--- src/hdl/mpfd_pkg.sv ---
// Shared types and constants of the Manchester pulse frame decoder.
// Holds the half class codes, status codes, register indexes and queue entry type.
// No dependencies.
package mpfd_pkg;

  localparam int unsigned NOMINAL_W   = 13;
  localparam int unsigned TOLERANCE_W = 12;
  localparam int unsigned DURATION_W  = 15;
  localparam int unsigned CFG_DATA_W  = 13;
  localparam int unsigned CFG_INDEX_W = 2;
  localparam int unsigned WORD_W      = 32;
  localparam int unsigned STATUS_W    = 3;
  localparam int unsigned POSITION_W  = 6;

  localparam logic [NOMINAL_W-1:0]   RESET_HALF_BIT_NOMINAL = 13'd500;
  localparam logic [TOLERANCE_W-1:0] RESET_TOLERANCE_BELOW  = 12'd100;
  localparam logic [TOLERANCE_W-1:0] RESET_TOLERANCE_ABOVE  = 12'd150;

  localparam logic [CFG_INDEX_W-1:0] CFG_HALF_BIT_NOMINAL = 2'd0;
  localparam logic [CFG_INDEX_W-1:0] CFG_TOLERANCE_BELOW  = 2'd1;
  localparam logic [CFG_INDEX_W-1:0] CFG_TOLERANCE_ABOVE  = 2'd2;

  localparam logic [POSITION_W-1:0] START_POSITION = 6'd0;
  localparam logic [POSITION_W-1:0] STOP_POSITION  = 6'd33;

  localparam logic [STATUS_W-1:0] ST_OK             = 3'd0;
  localparam logic [STATUS_W-1:0] ST_NO_TRANSITION  = 3'd1;
  localparam logic [STATUS_W-1:0] ST_BAD_START_STOP = 3'd2;
  localparam logic [STATUS_W-1:0] ST_LONG_TOO_EARLY = 3'd3;
  localparam logic [STATUS_W-1:0] ST_BAD_DURATION   = 3'd4;
  localparam logic [STATUS_W-1:0] ST_INSUFFICIENT   = 3'd5;

  localparam logic [1:0] CLS_SHORT = 2'd0;
  localparam logic [1:0] CLS_LONG  = 2'd1;
  localparam logic [1:0] CLS_BAD   = 2'd2;

  typedef struct packed {
    logic       level;
    logic       dur_zero;
    logic [1:0] cls;
    logic       start;
    logic       last;
  } half_t;

endpackage

--- src/hdl/manchester_pulse_frame_decoder_core.sv ---
// Manchester pulse frame decoder, top level.
// Input channel: push with line_level, pulse_duration, frame_start and buffer_end;
//   an item is taken on a clock edge with push high and full low.
// Result channel: while empty is low the oldest result sits on frame_word,
//   status_code and error_bit_position; pop high with empty low takes it.
// Configuration: cfg_write, cfg_index, cfg_data write the half-bit nominal and
//   the two tolerances; write them only while no item is in flight.
// Throughput: one item per cycle while full is low. The front classifies
//   a half in the cycle it is taken and places it in a QUEUE_DEPTH-entry
//   queue; unless a result waits unpopped, the back retires one queued half
//   per cycle into a single result register. An item that causes a result
//   reaches the ports through a queue slot and then the result register.
// Stall: while a result waits unpopped, the back holds and the queue fills;
//   full rises once QUEUE_DEPTH items are queued.
// Reset (rst, synchronous): restores the default timing, empties queue and
//   result register, and leaves the decoder idle until a frame_start.
// Depends on mpfd_pkg, mpfd_front, mpfd_queue and mpfd_back.
module manchester_pulse_frame_decoder_core #(
  parameter int unsigned QUEUE_DEPTH = 2
) (
  input  logic                               clk,
  input  logic                               rst,
  input  logic                               cfg_write,
  input  logic [mpfd_pkg::CFG_INDEX_W-1:0]   cfg_index,
  input  logic [mpfd_pkg::CFG_DATA_W-1:0]    cfg_data,
  input  logic                               push,
  output logic                               full,
  input  logic                               line_level,
  input  logic [mpfd_pkg::DURATION_W-1:0]    pulse_duration,
  input  logic                               frame_start,
  input  logic                               buffer_end,
  output logic                               empty,
  input  logic                               pop,
  output logic [mpfd_pkg::WORD_W-1:0]        frame_word,
  output logic [mpfd_pkg::STATUS_W-1:0]      status_code,
  output logic [mpfd_pkg::POSITION_W-1:0]    error_bit_position
);

  mpfd_pkg::half_t front_half;
  mpfd_pkg::half_t head;
  logic            avail;
  logic            take;

  mpfd_front u_front (
    .clk            (clk),
    .rst            (rst),
    .cfg_write      (cfg_write),
    .cfg_index      (cfg_index),
    .cfg_data       (cfg_data),
    .line_level     (line_level),
    .pulse_duration (pulse_duration),
    .frame_start    (frame_start),
    .buffer_end     (buffer_end),
    .half           (front_half)
  );

  mpfd_queue #(
    .DEPTH (QUEUE_DEPTH)
  ) u_queue (
    .clk       (clk),
    .rst       (rst),
    .push      (push),
    .push_half (front_half),
    .full      (full),
    .pop       (take),
    .head      (head),
    .avail     (avail)
  );

  mpfd_back u_back (
    .clk                (clk),
    .rst                (rst),
    .avail              (avail),
    .head               (head),
    .take               (take),
    .empty              (empty),
    .pop                (pop),
    .frame_word         (frame_word),
    .status_code        (status_code),
    .error_bit_position (error_bit_position)
  );

endmodule

--- src/hdl/mpfd_front.sv ---
// Front end of the Manchester pulse frame decoder: timing registers and half classifier.
// Classes each accepted half as short, long or bad against the current windows.
// Depends on mpfd_pkg.
module mpfd_front (
  input  logic                                clk,
  input  logic                                rst,
  input  logic                                cfg_write,
  input  logic [mpfd_pkg::CFG_INDEX_W-1:0]    cfg_index,
  input  logic [mpfd_pkg::CFG_DATA_W-1:0]     cfg_data,
  input  logic                                line_level,
  input  logic [mpfd_pkg::DURATION_W-1:0]     pulse_duration,
  input  logic                                frame_start,
  input  logic                                buffer_end,
  output mpfd_pkg::half_t                     half
);

  logic [mpfd_pkg::NOMINAL_W-1:0]   half_bit_nominal;
  logic [mpfd_pkg::TOLERANCE_W-1:0] tolerance_below;
  logic [mpfd_pkg::TOLERANCE_W-1:0] tolerance_above;

  logic [15:0] short_low_sum;
  logic [15:0] short_high_bound;
  logic [15:0] long_low_sum;
  logic [15:0] long_high_bound;
  logic [15:0] dur_ext;
  logic        fits_short;
  logic        is_long;

  always_ff @(posedge clk) begin
    if (rst) begin
      half_bit_nominal <= mpfd_pkg::RESET_HALF_BIT_NOMINAL;
      tolerance_below  <= mpfd_pkg::RESET_TOLERANCE_BELOW;
      tolerance_above  <= mpfd_pkg::RESET_TOLERANCE_ABOVE;
    end else if (cfg_write) begin
      case (cfg_index)
        mpfd_pkg::CFG_HALF_BIT_NOMINAL: half_bit_nominal <= cfg_data;
        mpfd_pkg::CFG_TOLERANCE_BELOW:  tolerance_below  <= cfg_data[mpfd_pkg::TOLERANCE_W-1:0];
        mpfd_pkg::CFG_TOLERANCE_ABOVE:  tolerance_above  <= cfg_data[mpfd_pkg::TOLERANCE_W-1:0];
        default: ;
      endcase
    end
  end

  // compare dur >= nom - tol as dur + tol >= nom to stay unsigned
  always_comb begin
    dur_ext          = {1'b0, pulse_duration};
    short_low_sum    = dur_ext + {4'd0, tolerance_below};
    short_high_bound = {3'd0, half_bit_nominal} + {4'd0, tolerance_above};
    long_low_sum     = dur_ext + {3'd0, tolerance_below, 1'b0};
    long_high_bound  = {2'd0, half_bit_nominal, 1'b0} + {3'd0, tolerance_above, 1'b0};
    fits_short = (short_low_sum >= {3'd0, half_bit_nominal}) && (dur_ext <= short_high_bound);
    is_long  = (long_low_sum >= {2'd0, half_bit_nominal, 1'b0}) && (dur_ext <= long_high_bound);
    half.level    = line_level;
    half.dur_zero = (pulse_duration == '0);
    half.start    = frame_start;
    half.last     = buffer_end;
    if (fits_short) begin
      half.cls = mpfd_pkg::CLS_SHORT;
    end else if (is_long) begin
      half.cls = mpfd_pkg::CLS_LONG;
    end else begin
      half.cls = mpfd_pkg::CLS_BAD;
    end
  end

endmodule

--- src/hdl/mpfd_queue.sv ---
// Short queue of classified halves between front and back of the frame decoder.
// Register array with wrapping pointers and a fill count.
// Depends on mpfd_pkg.
module mpfd_queue #(
  parameter int unsigned DEPTH = 2
) (
  input  logic            clk,
  input  logic            rst,
  input  logic            push,
  input  mpfd_pkg::half_t push_half,
  output logic            full,
  input  logic            pop,
  output mpfd_pkg::half_t head,
  output logic            avail
);

  localparam int unsigned PTR_W   = (DEPTH > 1) ? $clog2(DEPTH) : 1;
  localparam int unsigned COUNT_W = $clog2(DEPTH + 1);
  localparam logic [PTR_W-1:0]   LAST_SLOT = PTR_W'(DEPTH - 1);
  localparam logic [COUNT_W-1:0] FULL_COUNT = COUNT_W'(DEPTH);

  mpfd_pkg::half_t slots [DEPTH];
  logic [PTR_W-1:0]   wr_ptr;
  logic [PTR_W-1:0]   rd_ptr;
  logic [COUNT_W-1:0] count;
  logic               do_push;
  logic               do_pop;

  assign full    = (count == FULL_COUNT);
  assign avail   = (count != '0);
  assign head    = slots[rd_ptr];
  assign do_push = push && !full;
  assign do_pop  = pop && avail;

  always_ff @(posedge clk) begin
    if (do_push) begin
      slots[wr_ptr] <= push_half;
    end
  end

  always_ff @(posedge clk) begin
    if (rst) begin
      wr_ptr <= '0;
      rd_ptr <= '0;
      count  <= '0;
    end else begin
      if (do_push) begin
        wr_ptr <= (wr_ptr == LAST_SLOT) ? '0 : wr_ptr + 1'b1;
      end
      if (do_pop) begin
        rd_ptr <= (rd_ptr == LAST_SLOT) ? '0 : rd_ptr + 1'b1;
      end
      if (do_push && !do_pop) begin
        count <= count + 1'b1;
      end else if (do_pop && !do_push) begin
        count <= count - 1'b1;
      end
    end
  end

endmodule

--- src/hdl/mpfd_back.sv ---
// Back end of the Manchester pulse frame decoder: bit recovery, frame state and result register.
// Turns classified halves into bits, tracks the frame and holds one result for the consumer.
// Depends on mpfd_pkg.
module mpfd_back (
  input  logic                               clk,
  input  logic                               rst,
  input  logic                               avail,
  input  mpfd_pkg::half_t                    head,
  output logic                               take,
  output logic                               empty,
  input  logic                               pop,
  output logic [mpfd_pkg::WORD_W-1:0]        frame_word,
  output logic [mpfd_pkg::STATUS_W-1:0]      status_code,
  output logic [mpfd_pkg::POSITION_W-1:0]    error_bit_position
);

  logic [mpfd_pkg::POSITION_W-1:0] bit_position;
  logic                            previous_level;
  logic                            half_phase;
  logic [mpfd_pkg::WORD_W-1:0]     shift_word;
  logic                            frame_active;
  logic                            out_valid;

  logic [mpfd_pkg::POSITION_W-1:0] pos_e;
  logic                            prev_e;
  logic                            phase_e;
  logic [mpfd_pkg::WORD_W-1:0]     word_e;
  logic                            active_e;

  logic [mpfd_pkg::POSITION_W-1:0] bit_position_next;
  logic                            previous_level_next;
  logic                            half_phase_next;
  logic [mpfd_pkg::WORD_W-1:0]     shift_word_next;
  logic                            frame_active_next;

  logic                            fire;
  logic [mpfd_pkg::STATUS_W-1:0]   res_code;
  logic [mpfd_pkg::POSITION_W-1:0] res_pos;
  logic                            bit_ok;
  logic                            bit_val;

  assign empty = !out_valid;
  assign take  = avail && (!out_valid || pop);

  always_comb begin
    pos_e    = head.start ? '0 : bit_position;
    prev_e   = head.start ? 1'b0 : previous_level;
    phase_e  = head.start ? 1'b0 : half_phase;
    word_e   = head.start ? '0 : shift_word;
    active_e = head.start | frame_active;

    bit_position_next   = pos_e;
    previous_level_next = prev_e;
    half_phase_next     = phase_e;
    shift_word_next     = word_e;
    frame_active_next   = active_e;

    fire     = 1'b0;
    res_code = mpfd_pkg::ST_OK;
    res_pos  = '0;
    bit_ok   = 1'b0;
    bit_val  = 1'b0;

    if (active_e) begin
      if (head.dur_zero && (pos_e == mpfd_pkg::STOP_POSITION)) begin
        fire = 1'b1;
        if (!head.level && prev_e) begin
          res_code = mpfd_pkg::ST_OK;
          res_pos  = '0;
        end else begin
          res_code = mpfd_pkg::ST_BAD_START_STOP;
          res_pos  = pos_e;
        end
      end else begin
        previous_level_next = head.level;
        case (head.cls)
          mpfd_pkg::CLS_SHORT: begin
            half_phase_next = ~phase_e;
            if (phase_e) begin
              if (prev_e == head.level) begin
                fire     = 1'b1;
                res_code = mpfd_pkg::ST_NO_TRANSITION;
                res_pos  = pos_e;
              end else begin
                bit_ok  = 1'b1;
                bit_val = ~head.level;
              end
            end
          end
          mpfd_pkg::CLS_LONG: begin
            if (phase_e) begin
              if (prev_e == head.level) begin
                fire     = 1'b1;
                res_code = mpfd_pkg::ST_NO_TRANSITION;
                res_pos  = pos_e;
              end else begin
                bit_ok  = 1'b1;
                bit_val = ~head.level;
              end
            end else begin
              fire     = 1'b1;
              res_code = mpfd_pkg::ST_LONG_TOO_EARLY;
              res_pos  = pos_e;
            end
          end
          default: begin
            fire     = 1'b1;
            res_code = mpfd_pkg::ST_BAD_DURATION;
            res_pos  = pos_e;
          end
        endcase

        if (bit_ok) begin
          if ((pos_e == mpfd_pkg::START_POSITION) || (pos_e == mpfd_pkg::STOP_POSITION)) begin
            if (!bit_val) begin
              fire     = 1'b1;
              res_code = mpfd_pkg::ST_BAD_START_STOP;
              res_pos  = pos_e;
            end else if (pos_e == mpfd_pkg::STOP_POSITION) begin
              fire     = 1'b1;
              res_code = mpfd_pkg::ST_OK;
              res_pos  = '0;
            end else begin
              bit_position_next = pos_e + 1'b1;
            end
          end else begin
            shift_word_next   = {word_e[mpfd_pkg::WORD_W-2:0], bit_val};
            bit_position_next = pos_e + 1'b1;
          end
        end
      end

      if (!fire && head.last) begin
        fire     = 1'b1;
        res_code = mpfd_pkg::ST_INSUFFICIENT;
        res_pos  = bit_position_next;
      end
      if (fire) begin
        frame_active_next = 1'b0;
      end
    end
  end

  always_ff @(posedge clk) begin
    if (rst) begin
      bit_position   <= '0;
      previous_level <= 1'b0;
      half_phase     <= 1'b0;
      shift_word     <= '0;
      frame_active   <= 1'b0;
      out_valid      <= 1'b0;
    end else begin
      if (take) begin
        bit_position   <= bit_position_next;
        previous_level <= previous_level_next;
        half_phase     <= half_phase_next;
        shift_word     <= shift_word_next;
        frame_active   <= frame_active_next;
      end
      if (take && fire) begin
        out_valid <= 1'b1;
      end else if (pop) begin
        out_valid <= 1'b0;
      end
    end
  end

  always_ff @(posedge clk) begin
    if (take && fire) begin
      frame_word         <= shift_word_next;
      status_code        <= res_code;
      error_bit_position <= res_pos;
    end
  end

endmodule
--- config.mk ---
export PLATFORM = sky130hd
export DESIGN_NAME = manchester_pulse_frame_decoder_core
export DESIGN_NICKNAME = d
export VERILOG_FILES = /design/src/hdl/mpfd_pkg.sv /design/src/hdl/manchester_pulse_frame_decoder_core.sv /design/src/hdl/mpfd_front.sv /design/src/hdl/mpfd_queue.sv /design/src/hdl/mpfd_back.sv
export SDC_FILE = /design/constraint.sdc
export NUM_CORES = 1
export LEC_CHECK = 0
export CAP_MARGIN = 20
export CORE_ASPECT_RATIO = 1.2
export CORE_MARGIN = 2
export CORE_UTILIZATION = 45
export DETAILED_ROUTE_END_ITERATION = 6
export DONT_BUFFER_PORTS = 1
export GPL_TIMING_DRIVEN = 0
export PLACE_DENSITY = 0.71
export SKIP_CTS_REPAIR_TIMING = 1
export SLEW_MARGIN = 40
export SYNTH_ARGS = -nofsm -noshare
export SYNTH_HDL_FRONTEND = slang
export SYNTH_SLANG_ARGS = --single-unit
--- constraint.sdc ---
create_clock -name clk -period 10.92 [get_ports clk]
set_input_delay 2.184 -clock clk [delete_from_list [all_inputs] [get_ports clk]]
set_output_delay 2.184 -clock clk [all_outputs]
set_load 0.02 [all_outputs]
==> metrics <==
CP Data Required Time=11.16 ns; Synth warnings=0; Fill cells=approximately 1.8k; cts bufs inserted=17; peak fanout along the critical path=6; ratio of cells with drive above 1 in the final layout=approximately 5.4%; Final WS setup=between 5 and 6 ns; register area share after synthesis=a little under two fifths; total negative slack=0 ns; Min-Delay Path Class=register to register; Worst setup SP type=input pin; CTS tree=built; Slew Viols, Final=0; Final Hold Violating Endpoints=0; worst slew pin tran=~0.8 ns; Setup crit end kind=register; Syn Inst Count=1036; worst-skew pair later-pin latency=between 0.4 and 0.5 ns; Die Y=about 160 µm; gr usage total=20.7%; initial antenna violation count=0; diode count=0; number of enable flip-flop cells after synthesis=between 50 and 60; htree depth=4; total grt overflow=0; Layout Nets=about 1.2k; Initial Util=between 40% and 50%; Leakage=between 3 and 4 nW; number of buffers added on ports=0; area of the multi-input gates=roughly 0.0052 mm²; syn avg cell area=about 8.4 µm²; fmax=0.186 GHz; CTS Buffer Depth=2; detail-routed net length per standard cell=~16 µm; die width=between 100 and 150 µm; post-synth net total=between 1k and 1.5k; WP data arrival=approximately 5.6 ns; vias per cell=around 5.7; core area=roughly 0.019 mm²; Row Count=55; worst r2r src=u_front.half_bit_nominal[0]; die area=~0.02 mm²; DRT Pass-1 Iters=5; Reg-to-Reg End=u_queue.slots[0][3]; P per Cell Area=around 180 mW/mm²; DR iter-0 viols=around 530; RSZ-0062 raised after global routing=no; dominant synthesized flop cell=dfxtp_1; WL final=roughly 21000 µm; post-layout min period=5.37 ns; clk sink count=around 140; synth unique cells=slightly below 70; DRC errors left=0; Area Growth Syn to Fin=10.3%; register area=about 0.0033 mm²; skew final=about 0.013 ns; Final Cell Area=about 0.0096 mm²; clock slew at reported path FFs=roughly 0.060 ns; first-pass GRT wire length=approximately 34000 µm; Peak VDD IR=between 0.1 and 0.15 mV; final core occ=approximately 50%; CP endpoint=u_queue.slots[0][3]; post-DP HPWL=roughly 16000 µm; fraction of registers with async set or reset after synthesis=0%; Setup-failing EPs final=0; most frequent cells in the layout=nand2_1, a21oi_1, ha_1; R2R Setup Slk=about 6.7 ns; dpl cell area=0.00906 mm²; via count=7494; Max-Cap Viols=0; r2r worst-path depth=18; mapped cell area=around 0.0087 mm²; CTS Root Cell=clkbuf_16; crit path from=pulse_duration[2]; critical path class=input pin to register; antenna-violating nets left=0; vias in the first global route=between 7k and 8k; Tcrit/Tclk final=around half; worst relative slew slack=46.8%; num ports=81; synthesized flop and latch total=~140; largest net degree at the start of global routing=42; pre-CTS setup slack=roughly 5.1 ns; placer congestion estimate=0.946; status=finished clean; most common cell after layout, fill and taps aside=nand2_1
==> stage by stage <==
stage	power [mW]	hold slack (ns)	cells
4_1_cts	1.76	0.460	1324
3_3_place_gp	1.20	0.443	1292
5_1_grt	1.85	0.477	1324
2_1_floorplan	1.08	0.437	1036
3_5_place_dp	1.20	0.453	1292
6_report	1.75	0.460	1324
==> synthesized netlist by cell type (5+ instances only) <==
| library cell | number | area share (%) |
|---|---|---|
| o21ai_0 | 37 | 2.1 |
| inv_1 | 36 | 1.5 |
| buf_2 | 11 | 0.63 |
| o21ai_1 | 5 | 0.29 |
| clkbuf_1 | 27 | 1.2 |
| nand3_1 | 13 | 0.74 |
| or3_1 | 6 | 0.43 |
| mux2i_1 | 7 | 0.80 |
| dfxtp_1 | 84 | 19 |
| nor2b_1 | 12 | 0.86 |
| o21bai_1 | 6 | 0.52 |
| edfxtp_1 | 53 | 18 |
| a21o_1 | 9 | 0.77 |
| ha_1 | 89 | 13 |
| a31oi_1 | 7 | 0.50 |
| and2_1 | 5 | 0.36 |
| nand4_1 | 13 | 0.93 |
| buf_1 | 5 | 0.21 |
| a21oi_1 | 135 | 7.7 |
| nor4_1 | 5 | 0.36 |
| nand2b_1 | 16 | 1.1 |
| a211oi_1 | 9 | 0.77 |
| o21a_1 | 11 | 0.94 |
| nor2_1 | 58 | 2.5 |
| xor2_1 | 15 | 1.5 |
| nand3b_1 | 10 | 0.86 |
| nor3_1 | 17 | 0.97 |
| nand2_1 | 230 | 9.9 |
| a211o_1 | 8 | 0.80 |
| xnor2_1 | 23 | 2.3 |
| and3_1 | 10 | 0.72 |
==> critical path, cell delays in order <==
cell	delay (ns)
ha_1	0.33
and3_1	0.20
a221o_1	0.35
o21bai_1	0.32
o31ai_1	0.19
xor2_1	0.17
ha_1	0.31
a21oi_1	0.16
o22ai_1	0.08
or4_1	0.46
a21oi_1	0.12
nand3_1	0.12
and4_1	0.17
a31o_2	0.23
a21oi_1	0.19
==> routing by layer <==
layer / track usage [%] / wire length (µm) / up-vias
met2: 37.8 / 10600 / 216
met3: 4.83 / 1100 / 38
met4: 7.35 / 448 / 0
met5: 0 / 0 / -
li1: - / - / 3715
met1: 23.7 / 8870 / 3525
==> registers in the layout, summed over array words and instances, names as in the netlist, 6 cells and up, named ones only <==
name	count
u_back.error_bit_position	6
u_front.tolerance_below	12
u_back.shift_word	32
u_queue.slots	12
u_back.bit_position	6
u_front.half_bit_nominal	13
u_back.frame_word	32
u_front.tolerance_above	12
==> power by group <==
group          internal, mW  total [mW]  switching [mW]
clock network         0.304       0.558           0.254
logic                 0.160       0.487           0.327
registers             0.626       0.709          0.0831
total                  1.09        1.75           0.665
==> worst min-delay path by stage <==
| stage | cells past startpoint | end | startpoint |
|---|---|---|---|
| 4_1_cts | 2 | u_front.tolerance_above[5] | u_front.tolerance_above[5] |
| 2_1_floorplan | 2 | u_back.shift_word[31] | u_back.shift_word[31] |
| 3_5_place_dp | 2 | u_front.tolerance_above[5] | u_front.tolerance_above[5] |
| 5_1_grt | 2 | u_front.tolerance_above[5] | u_front.tolerance_above[5] |
| 3_3_place_gp | 2 | u_back.shift_word[31] | u_back.shift_word[31] |
| 6_report | 2 | u_front.tolerance_above[5] | u_front.tolerance_above[5] |
==> cell type report <==
| class | count | area share [%] |
|---|---|---|
| buffer | 43 | 1.82 |
| clock buffer | 17 | 4.41 |
| clock inverter | 15 | 1.52 |
| inverter | 36 | 1.42 |
| multi-input combinational | 820 | 53.6 |
| sequential | 137 | 34.0 |
| tap | 256 | 3.32 |
==> cell families after synthesis <==
logic type      share of synthesized area, %
xor+xnor                                4.08
flops                                   37.5
buf+inv                                 3.55
fa+ha+maj                               13.8
simple gates                            21.5
mux                                     1.39
compound gates                          18.3
Note: power is estimated with default switching activity, not from simulation.
